$ cat src/design/dq_pkg.sv
// Shared types, constants and index helpers for the double-ended queue.
// Used by every module of the block; depends on nothing else.

package dq_pkg;

    localparam int DEPTH = 16;
    localparam int IDX_W = (DEPTH > 1) ? $clog2(DEPTH) : 1;
    localparam int CNT_W = $clog2(DEPTH + 1);
    localparam int VAL_W = 32;

    localparam logic [IDX_W:0]   DEPTH_X = (IDX_W + 1)'(DEPTH);
    localparam logic [CNT_W-1:0] DEPTH_C = CNT_W'(DEPTH);

    // Stream widths: fields packed from bit 0, padded to whole bytes.
    localparam int REQ_W      = 3;
    localparam int STATUS_W   = 2;
    localparam int S_TDATA_W  = ((REQ_W + VAL_W + 7) / 8) * 8;
    localparam int M_TDATA_W  = ((STATUS_W + VAL_W + 7) / 8) * 8;

    // Request codes as they arrive on the input stream.
    localparam logic [REQ_W-1:0] REQ_PUSH_FRONT = 3'd0;
    localparam logic [REQ_W-1:0] REQ_PUSH_BACK  = 3'd1;
    localparam logic [REQ_W-1:0] REQ_POP_FRONT  = 3'd2;
    localparam logic [REQ_W-1:0] REQ_POP_BACK   = 3'd3;
    localparam logic [REQ_W-1:0] REQ_LIST       = 3'd4;

    // Result status codes.
    localparam logic [STATUS_W-1:0] ST_OK    = 2'd0;
    localparam logic [STATUS_W-1:0] ST_EMPTY = 2'd1;
    localparam logic [STATUS_W-1:0] ST_FULL  = 2'd2;

    // Command queue between the front end and the execution unit.
    localparam int CMDQ_DEPTH = 2;
    localparam int CMDQ_PTR_W = $clog2(CMDQ_DEPTH);
    localparam int CMDQ_CNT_W = $clog2(CMDQ_DEPTH + 1);

    typedef enum logic [2:0] {
        OP_PUSH_FRONT,
        OP_PUSH_BACK,
        OP_POP_FRONT,
        OP_POP_BACK,
        OP_LIST
    } op_t;

    typedef struct packed {
        op_t              op;
        logic [VAL_W-1:0] value;
    } cmd_t;

    // Ring index arithmetic; works for any depth, not only powers of two.
    function automatic logic [IDX_W-1:0] idx_add(input logic [IDX_W-1:0] a,
                                                 input logic [IDX_W-1:0] b);
        logic [IDX_W:0] sum;
        sum = {1'b0, a} + {1'b0, b};
        if (sum >= DEPTH_X) begin
            sum = sum - DEPTH_X;
        end
        return sum[IDX_W-1:0];
    endfunction

    function automatic logic [IDX_W-1:0] idx_dec(input logic [IDX_W-1:0] a);
        logic [IDX_W-1:0] res;
        if (a == '0) begin
            res = IDX_W'(DEPTH - 1);
        end else begin
            res = a - 1'b1;
        end
        return res;
    endfunction

endpackage

$ cat src/design/double_ended_queue.sv
// Double-ended queue of signed 32-bit values in a ring store.
// A request beat is held in the command queue; the execution unit then takes it
// and registers its first result beat in the output register.
// Throughput: one push or pop per cycle unless m_tready holds the output; a list
// request reads one entry per beat through the single store read port.
// Reset (aresetn low) empties the queue; stored values are not cleared.

module double_ended_queue
    import dq_pkg::*;
(
    input  logic                 aclk,
    input  logic                 aresetn,
    input  logic                 s_tvalid,
    output logic                 s_tready,
    input  logic [S_TDATA_W-1:0] s_tdata,   // req_type[2:0], push_value[34:3]
    output logic                 m_tvalid,
    input  logic                 m_tready,
    output logic [M_TDATA_W-1:0] m_tdata,   // status[1:0], out_value[33:2]
    output logic                 m_tlast    // last_of_run
);

    logic fe_valid, fe_ready;
    cmd_t fe_cmd;
    logic be_valid, be_ready;
    cmd_t be_cmd;

    dq_front u_front (
        .aresetn   (aresetn),
        .s_tvalid  (s_tvalid),
        .s_tready  (s_tready),
        .s_tdata   (s_tdata),
        .cmd_valid (fe_valid),
        .cmd_ready (fe_ready),
        .cmd       (fe_cmd)
    );

    dq_cmd_fifo u_cmd_fifo (
        .aclk     (aclk),
        .aresetn  (aresetn),
        .wr_valid (fe_valid),
        .wr_ready (fe_ready),
        .wr_cmd   (fe_cmd),
        .rd_valid (be_valid),
        .rd_ready (be_ready),
        .rd_cmd   (be_cmd)
    );

    dq_back u_back (
        .aclk      (aclk),
        .aresetn   (aresetn),
        .cmd_valid (be_valid),
        .cmd_ready (be_ready),
        .cmd       (be_cmd),
        .m_tvalid  (m_tvalid),
        .m_tready  (m_tready),
        .m_tdata   (m_tdata),
        .m_tlast   (m_tlast)
    );

endmodule

$ cat src/design/dq_front.sv
// Front end of the double-ended queue: takes request beats and decodes them.
// Unknown request codes are swallowed; the rest go to the command queue.
// Depends on dq_pkg.

module dq_front
    import dq_pkg::*;
(
    input  logic                 aresetn,
    input  logic                 s_tvalid,
    output logic                 s_tready,
    input  logic [S_TDATA_W-1:0] s_tdata,
    output logic                 cmd_valid,
    input  logic                 cmd_ready,
    output cmd_t                 cmd
);

    logic [REQ_W-1:0] req_type;
    logic             known;
    op_t              op;

    assign req_type = s_tdata[REQ_W-1:0];

    always_comb begin
        known = 1'b1;
        op    = OP_LIST;
        unique case (req_type)
            REQ_PUSH_FRONT: op = OP_PUSH_FRONT;
            REQ_PUSH_BACK:  op = OP_PUSH_BACK;
            REQ_POP_FRONT:  op = OP_POP_FRONT;
            REQ_POP_BACK:   op = OP_POP_BACK;
            REQ_LIST:       op = OP_LIST;
            default:        known = 1'b0;
        endcase
    end

    // A beat is taken whenever the queue has room, even if it is dropped.
    assign s_tready  = cmd_ready && aresetn;
    assign cmd_valid = s_tvalid && known && aresetn;
    assign cmd.op    = op;
    assign cmd.value = s_tdata[REQ_W +: VAL_W];

endmodule

$ cat src/design/dq_cmd_fifo.sv
// Short command queue that decouples request decode from execution.
// Register based, CMDQ_DEPTH entries deep; depends on dq_pkg.

module dq_cmd_fifo
    import dq_pkg::*;
(
    input  logic aclk,
    input  logic aresetn,
    input  logic wr_valid,
    output logic wr_ready,
    input  cmd_t wr_cmd,
    output logic rd_valid,
    input  logic rd_ready,
    output cmd_t rd_cmd
);

    cmd_t                  slots_reg [CMDQ_DEPTH];
    logic [CMDQ_PTR_W-1:0] wr_ptr_reg, wr_ptr_next;
    logic [CMDQ_PTR_W-1:0] rd_ptr_reg, rd_ptr_next;
    logic [CMDQ_CNT_W-1:0] fill_reg, fill_next;
    logic                  do_wr, do_rd;

    assign wr_ready = (fill_reg != CMDQ_CNT_W'(CMDQ_DEPTH));
    assign rd_valid = (fill_reg != '0);
    assign rd_cmd   = slots_reg[rd_ptr_reg];
    assign do_wr    = wr_valid && wr_ready;
    assign do_rd    = rd_valid && rd_ready;

    always_comb begin
        wr_ptr_next = wr_ptr_reg;
        rd_ptr_next = rd_ptr_reg;
        fill_next   = fill_reg;
        if (do_wr) begin
            wr_ptr_next = (wr_ptr_reg == CMDQ_PTR_W'(CMDQ_DEPTH - 1)) ? '0 : wr_ptr_reg + 1'b1;
        end
        if (do_rd) begin
            rd_ptr_next = (rd_ptr_reg == CMDQ_PTR_W'(CMDQ_DEPTH - 1)) ? '0 : rd_ptr_reg + 1'b1;
        end
        if (do_wr && !do_rd) begin
            fill_next = fill_reg + 1'b1;
        end else if (do_rd && !do_wr) begin
            fill_next = fill_reg - 1'b1;
        end
    end

    always_ff @(posedge aclk) begin
        if (!aresetn) begin
            wr_ptr_reg <= '0;
            rd_ptr_reg <= '0;
            fill_reg   <= '0;
        end else begin
            wr_ptr_reg <= wr_ptr_next;
            rd_ptr_reg <= rd_ptr_next;
            fill_reg   <= fill_next;
        end
    end

    always_ff @(posedge aclk) begin
        if (do_wr) begin
            slots_reg[wr_ptr_reg] <= wr_cmd;
        end
    end

endmodule

$ cat src/design/dq_back.sv
// Execution unit of the double-ended queue: ring store, front index, count
// and the output register. Takes commands from the queue; depends on dq_pkg.

module dq_back
    import dq_pkg::*;
(
    input  logic                 aclk,
    input  logic                 aresetn,
    input  logic                 cmd_valid,
    output logic                 cmd_ready,
    input  cmd_t                 cmd,
    output logic                 m_tvalid,
    input  logic                 m_tready,
    output logic [M_TDATA_W-1:0] m_tdata,
    output logic                 m_tlast
);

    typedef enum logic {
        S_IDLE,
        S_LIST
    } state_t;

    state_t               state_reg, state_next;
    logic [IDX_W-1:0]     front_reg, front_next;
    logic [CNT_W-1:0]     count_reg, count_next;
    logic [IDX_W-1:0]     list_off_reg, list_off_next;
    logic                 valid_reg, valid_next;
    logic [STATUS_W-1:0]  status_reg, status_next;
    logic [VAL_W-1:0]     value_reg, value_next;
    logic                 last_reg, last_next;

    logic [VAL_W-1:0]     store [DEPTH];
    logic                 out_free;
    logic                 take;
    logic                 wr_en;
    logic                 rd_en;
    logic [IDX_W-1:0]     wr_addr;
    logic [IDX_W-1:0]     rd_addr;
    logic [IDX_W-1:0]     back_off;
    logic [CNT_W-1:0]     count_m1;

    assign out_free  = !valid_reg || m_tready;
    assign cmd_ready = (state_reg == S_IDLE) && out_free;
    assign take      = cmd_valid && cmd_ready;
    assign count_m1  = count_reg - 1'b1;
    assign back_off  = count_m1[IDX_W-1:0];

    always_comb begin
        state_next    = state_reg;
        front_next    = front_reg;
        count_next    = count_reg;
        list_off_next = list_off_reg;
        valid_next    = valid_reg && !m_tready;
        status_next   = status_reg;
        value_next    = value_reg;
        last_next     = last_reg;
        wr_en         = 1'b0;
        rd_en         = 1'b0;
        wr_addr       = front_reg;
        rd_addr       = front_reg;

        unique case (state_reg)
            S_IDLE: begin
                if (take) begin
                    valid_next  = 1'b1;
                    status_next = ST_OK;
                    value_next  = '0;
                    last_next   = 1'b1;
                    unique case (cmd.op) inside
                        OP_PUSH_FRONT, OP_PUSH_BACK: begin
                            if (count_reg == DEPTH_C) begin
                                status_next = ST_FULL;
                            end else begin
                                wr_en      = 1'b1;
                                count_next = count_reg + 1'b1;
                                if (cmd.op == OP_PUSH_FRONT) begin
                                    wr_addr    = idx_dec(front_reg);
                                    front_next = idx_dec(front_reg);
                                end else begin
                                    wr_addr = idx_add(front_reg, count_reg[IDX_W-1:0]);
                                end
                            end
                        end
                        OP_POP_FRONT, OP_POP_BACK: begin
                            if (count_reg == '0) begin
                                status_next = ST_EMPTY;
                            end else begin
                                count_next = count_m1;
                                rd_en      = 1'b1;
                                if (cmd.op == OP_POP_FRONT) begin
                                    rd_addr    = front_reg;
                                    front_next = idx_add(front_reg, IDX_W'(1));
                                end else begin
                                    rd_addr = idx_add(front_reg, back_off);
                                end
                            end
                        end
                        OP_LIST: begin
                            if (count_reg == '0) begin
                                status_next = ST_EMPTY;
                            end else begin
                                rd_addr = front_reg;
                                rd_en   = 1'b1;
                                if (count_reg != CNT_W'(1)) begin
                                    // More entries follow: walk the rest one per beat.
                                    last_next     = 1'b0;
                                    list_off_next = IDX_W'(1);
                                    state_next    = S_LIST;
                                end
                            end
                        end
                        default: begin
                            valid_next = 1'b0;
                        end
                    endcase
                end
            end
            S_LIST: begin
                if (out_free) begin
                    rd_addr       = idx_add(front_reg, list_off_reg);
                    rd_en         = 1'b1;
                    valid_next    = 1'b1;
                    status_next   = ST_OK;
                    last_next     = (list_off_reg == back_off);
                    list_off_next = list_off_reg + 1'b1;
                    if (list_off_reg == back_off) begin
                        state_next = S_IDLE;
                    end
                end
            end
            default: begin
                state_next = S_IDLE;
            end
        endcase
    end

    always_ff @(posedge aclk) begin
        if (!aresetn) begin
            state_reg    <= S_IDLE;
            front_reg    <= '0;
            count_reg    <= '0;
            list_off_reg <= '0;
            valid_reg    <= 1'b0;
        end else begin
            state_reg    <= state_next;
            front_reg    <= front_next;
            count_reg    <= count_next;
            list_off_reg <= list_off_next;
            valid_reg    <= valid_next;
        end
        status_reg <= status_next;
        // The store is read straight into the output register.
        value_reg  <= rd_en ? store[rd_addr] : value_next;
        last_reg   <= last_next;
    end

    always_ff @(posedge aclk) begin
        if (wr_en) begin
            store[wr_addr] <= cmd.value;
        end
    end

    assign m_tvalid = valid_reg;
    assign m_tlast  = last_reg;
    assign m_tdata  = M_TDATA_W'({value_reg, status_reg});

endmodule
$ cat config.mk
export PLATFORM = sky130hd
export DESIGN_NAME = double_ended_queue
export DESIGN_NICKNAME = d
export VERILOG_FILES = /design/src/design/dq_pkg.sv /design/src/design/double_ended_queue.sv /design/src/design/dq_front.sv /design/src/design/dq_cmd_fifo.sv /design/src/design/dq_back.sv
export SDC_FILE = /design/constraint.sdc
export NUM_CORES = 1
export LEC_CHECK = 0
export BUFFER_PORTS_ARGS = -buffer_cell sky130_fd_sc_hd__buf_4
export CORE_MARGIN = 2
export CORE_UTILIZATION = 63
export CTS_BUF_LIST = sky130_fd_sc_hd__clkbuf_8
export CTS_CLUSTER_DIAMETER = 150
export DETAILED_ROUTE_END_ITERATION = 16
export PLACE_DENSITY = 0.81
export SYNTH_ARGS = -nofsm -noshare
export SYNTH_HDL_FRONTEND = slang
export SYNTH_SLANG_ARGS = --single-unit
$ cat constraint.sdc
create_clock -name aclk -period 4.4 [get_ports aclk]
set_input_delay 0.44 -clock aclk [delete_from_list [all_inputs] [get_ports aclk]]
set_output_delay 0.44 -clock aclk [all_outputs]
set_load 0.03 [all_outputs]
# Yosys cells after proc, flatten, opt, wreduce, memory -nomap -nowiden
# Memory sizes are Yosys's and may differ from the RTL's. A register that Yosys moved wholly into a read port is not among the register bits.
# Cells that the tools add are included.
# totals
ff_bits	54
ram_bits	582
in_bits	44
out_inout_bits	43
elab_cells	165
n_memories	2
# memory_table
memory	words	width	read_ports	rd_clocked_by_memory_dff	wr	line_no	rtl
u_back.store	16	32	1	0	1	dq_back.sv:32	logic [VAL_W-1:0] store [DEPTH];
u_cmd_fifo.slots_reg	2	35	1	1	1	dq_cmd_fifo.sv:17	cmd_t slots_reg [CMDQ_DEPTH];
# classes
addsub	16
magnitude_cmp	4
n_eq_ne	22
n_mux	77
bitwise_logic	1
n_reduce_logical	32
# op_table
operator	count
$mux W32	3
$mux W4	24
$mux W1	32
$pmux W4 S2	3
$ge A5 B5 Y1 const B	4
$sub A4 B1 Y4 const B	5
$ne A2 B2 Y1 const B	9
$add A4 B4 Y5	3
$eq A3 B2 Y1 const B	4
$pmux W3 S4	1
$mux W2	5
$mux W5	2
$pmux W5 S2	1
$reduce_and A5 Y1	2
$reduce_or A5 Y1	2
$logic_and A1 B1 Y1	9
$pmux W1 S2	4
$pmux W2 S2	2
$reduce_bool A2 Y1	4
$reduce_and A7 Y1	1
$eq A3 B1 Y1 const B	2
$eq A3 B3 Y1 const B	2
$logic_not A3 Y1	2
$add A4 B1 Y5 const B	1
other kinds (18)	25

# Logic depth before layout (Yosys ltp)
# An unclocked memory read counts as a cell.
# logic_depth
ltp_word	11
ltp_mapped	14
mapped_depth_nobuf	12

# Hierarchy
# Synthesis repeated with hierarchy kept, for this count alone.
# unflattened
cells_unflattened	1616
area_unflattened_um2	25896.1
# by_module_without_submodules
mod	instances	cells_each	area_each_um2	seq_area_each_um2
dq_back	1	1445	22850.7	16726.0
dq_cmd_fifo	1	133	2766.4	2202.1
dq_front	1	38	279.0	0.0

# Least setup slack after synthesis
# Ideal clock, no wire load.
# synth_path
kind	register to register
start	reg (tool-made name)
end	mem u_back.store[10][0], enable pin
setup_time_ns	0.421
t_arrival_ns	3.291
required_ns	3.979
slack_ns	0.688
stages_incl_launch_ff	9
n_path_buf	1
period_less_slack_ns	3.712
cell_sequence	dfxtp_1 > buf_1 > mux2_2 > nor2_1 > nand3b_1 > o21ai_0 > o21a_1 > nand2_1 > nor2_1
# synth_rtl
item	line_no
end: declaration	dq_back.sv:32

# Worst setup path after layout
# layout_path
start	reg u_back.count_reg[0]
end	reg u_back.value_reg[10], data pin
# layout_between
elab_chain_len	11
word_cells_on_any_way	17
classes_between	add/sub (3); order compare (1); mux (11); reduce/logical (1); memory (1)
# layout_rtl
item	line_no	rtl
start: declaration	dq_back.sv:25	logic [CNT_W-1:0] count_reg, count_next;
start signal: assignment	dq_back.sv:147	count_reg <= count_next;
$sub A5 B1 Y5	dq_back.sv:45	assign count_m1 = count_reg - 1'b1;
$add A4 B4 Y5	dq_pkg.sv:54	sum = {1'b0, a} + {1'b0, b};
$sub A4 B1 Y4 / $ge A5 B5 Y1 (equally long branches)	dq_pkg.sv:56, dq_pkg.sv:55	
$mux W4	dq_pkg.sv:55	if (sum >= DEPTH_X) begin
$mux W4	dq_back.sv:90	if (cmd.op == OP_POP_FRONT) begin
$mux W4	dq_back.sv:85	if (count_reg == '0) begin
$mux W4	dq_back.sv:69	unique case (cmd.op) inside
$mux W4	dq_back.sv:64	if (take) begin
$pmux W4 S2	dq_back.sv:62	unique case (state_reg)
$mem_v2 Z16 W32	--	
$mux W32 *	dq_back.sv:153	value_reg <= rd_en ? store[rd_addr] : value_next;
end signal: assignment	dq_back.sv:153	
end: declaration	dq_back.sv:29	logic [VAL_W-1:0] value_reg, value_next;
# Mark *: on every way between the ends. The rest lies on a longest branch, timed or not.
# A chain may end at the register's enable or synchronous reset.

==> qor.txt <==
status: completed
Req. time, crit path: 4920 ps
final net count: 1844
fin crit period: 3940 ps
routed length per instance: 23.3 µm
synth warn: 0
top cell type's share of synthesized area: 73.0%
number of diodes: 0
H-tree Lvls: 3
Synth area leader: edfxtp_1
# resized after CTS: 0
clk_skew: 27.5 ps
kind of end point of the critical path: flop
arrival time worst endpoint: 4470 ps
sequential cell area: 18900 µm²
Worst Setup Start Kind: flop
Avg Cell Area, Syn: 15.7 µm²
worst-path maximum fanout: 58
layout cells sized above 1: 16.5%
PwrDens: 518 nW/µm²
die area: 41900 µm²
RSZ-0062 raised after global routing: no
Least-Margin Pin Slew: 1240 ps
antenna-violating nets left: 0
post-CTS setup buffer count: 0
vias in the first global route: 14800
reg2reg setup slack: 460 ps
ranking of synthesized cells by area: edfxtp_1, mux2i_1, nand2_1
I/O Pins: 87
gr usage total: 26.9%
via total after detailed routing: 14700
CTS root buffer: clkbuf_8
Routability Congestion: 0.818
first-pass GRT wire length: 83400 µm
ys flop type: edfxtp_1
cells after synthesis: 1614
total gr overflow: 0
Synth Cell Area: 25400 µm²
CTS clk-pin slew, worst paths: 60 ps
Final Cycle Share: 89.6%
DRC errors left: 0
TritonRoute pass-1 iters: 6
largest net degree at the start of global routing: 117
Final setup viols: 0
Syn-to-layout area delta: 13.3%
clk sink count: 637
final hold violations: 0
Site Rows: 73
die width: 205 µm
Post-DP HPWL: 29600 µm
number of synthesized flops with an enable pin: 617
fill count: 2367
Clock Latency Late Sink: 670 ps
cts bufs inserted: 95
setup tns final: 0 ps
number of flip-flops in the largest register: 512
initial antenna violation count: 0
worst hold path class: input pin to flop
Synth cell types: 58
Lkg Pwr: 0.00993 µW
maxcap violations: 0
1st-iter DRT viols: 1579
fmax: 254 MHz
register area share after synthesis: 74.6%
Multi-input gate area: 6020 µm²
Peak VDD IR: 0.000292 V
Seq cells post-synth: 637
Rel. slew slack: 17.4%
CTS Buffer Depth: 3
Slew Viols, Final: 0
Async S/R FF share, synth: 0%
Buffers on Ports: 75
Tot Pwr: 14900 µW
DRT Wirelength: 55400 µm
Commonest cells post-synth: edfxtp_1, nand2_1, mux2i_1
CP Class: flop to flop
via/cell ratio: 6.19
die height: 205 µm
core area: 39700 µm²
Initial Utilization: 63.9%
count leader, synth: edfxtp_1
TritonCTS clock tree: done
[cell families (layout without fill, tap and decap cells)]
logic type / count (synthesis) / in the layout / synth area share [%]
xor+xnor: 26 / 26 / 0.897
buf+inv: 106 / 337 / 2.53
mux: 166 / 166 / 6.72
flops: 637 / 637 / 74.6
simple gates: 474 / 474 / 7.99
other cells: 1 / 6 / 0.0148
fa+ha+maj: 20 / 20 / 1.07
compound gates: 184 / 184 / 6.19
[path summary, 6_finish.rpt]
path | start | end | cells after the start
worst max-delay path | u_back.count_reg[0]$_SDFFE_PN0P_ | u_back.value_reg[10]$_SDFFCE_PN0P_ | 13
worst min-delay path | aresetn | u_back.list_off_reg[2]$_SDFFE_PN0P_ | 3
worst min register to register | u_cmd_fifo.rd_ptr_reg$_SDFFE_PN0N_ | u_cmd_fifo.rd_ptr_reg$_SDFFE_PN0N_ | 2
worst max register to register | u_back.count_reg[0]$_SDFFE_PN0P_ | u_back.value_reg[10]$_SDFFCE_PN0P_ | 13
[cells in the final DEF, fill, tap and decap left out, drive strengths merged, types with 40 or more instances in the layout]
| cell | synthesis | final |
|---|---|---|
| buf | 60 | 121 |
| nand2 | 282 | 282 |
| nand3 | 72 | 72 |
| edfxtp | 617 | 617 |
| nor2 | 53 | 53 |
| inv | 15 | 43 |
| clkinv | 1 | 40 |
| mux2i | 132 | 132 |
| a32o | 64 | 64 |
| clkbuf | 30 | 96 |
[metal layers]
metal	GRT usage, %	part of all wire [%]	vias up
li1	-	-	6536
met1	35.1	39	7311
met2	45.3	50	731
met3	4.57	7.7	123
met4	11.0	2.9	0
met5	0	0	-
[where the power goes]
part | switching, µW | internal, µW | leakage (µW)
Sequential | 194 | 7300 | 0.00575
Clock | 2170 | 2030 | 0.000930
Combinational | 2140 | 1070 | 0.00325
[repair_timing]
action | 4_1_cts | 5_1_grt
hold buffers | 33 | 0
endpoints found under the hold margin | 66 | 0
endpoints found under the setup margin | 0 | 0
[metrics by stage]
stage               setup slack (ps)  utilization [%]  cells  area, µm²  hold WS (ps)
finish                           456             72.4   2375      28800          75.1
global route                     227             72.4   2375      28800          73.6
CTS                              505             72.4   2375      28800          41.9
detailed placement               498             67.4   2175      26800           496
global placement                 591             67.4   2175      26800           479
floorplan                        688                -   1619      25400           467
[layout make-up]
cell class / instances / share of cell area, %
flip-flops and latches: 637 / 65.8
clock inverters: 71 / 1.09
well taps: 525 / 2.28
repair buffers: 154 / 5.05
inverters: 16 / 0.209
clock buffers: 96 / 4.59
multi-input cells: 876 / 20.9
[worst max-delay path: stages, from the launching register on]
cell and delay (ps):
dfxtp_1 510, inv_1 140, ha_1 250, xnor2_1 330, inv_1 90, ha_1 310, xor2_1 150, or3_1 370
o211ai_4 410, nor2_4 180, buf_12 280, a32o_1 280, nor3_1 320, a31o_1 150
Power figures use the tool's default switching activity.
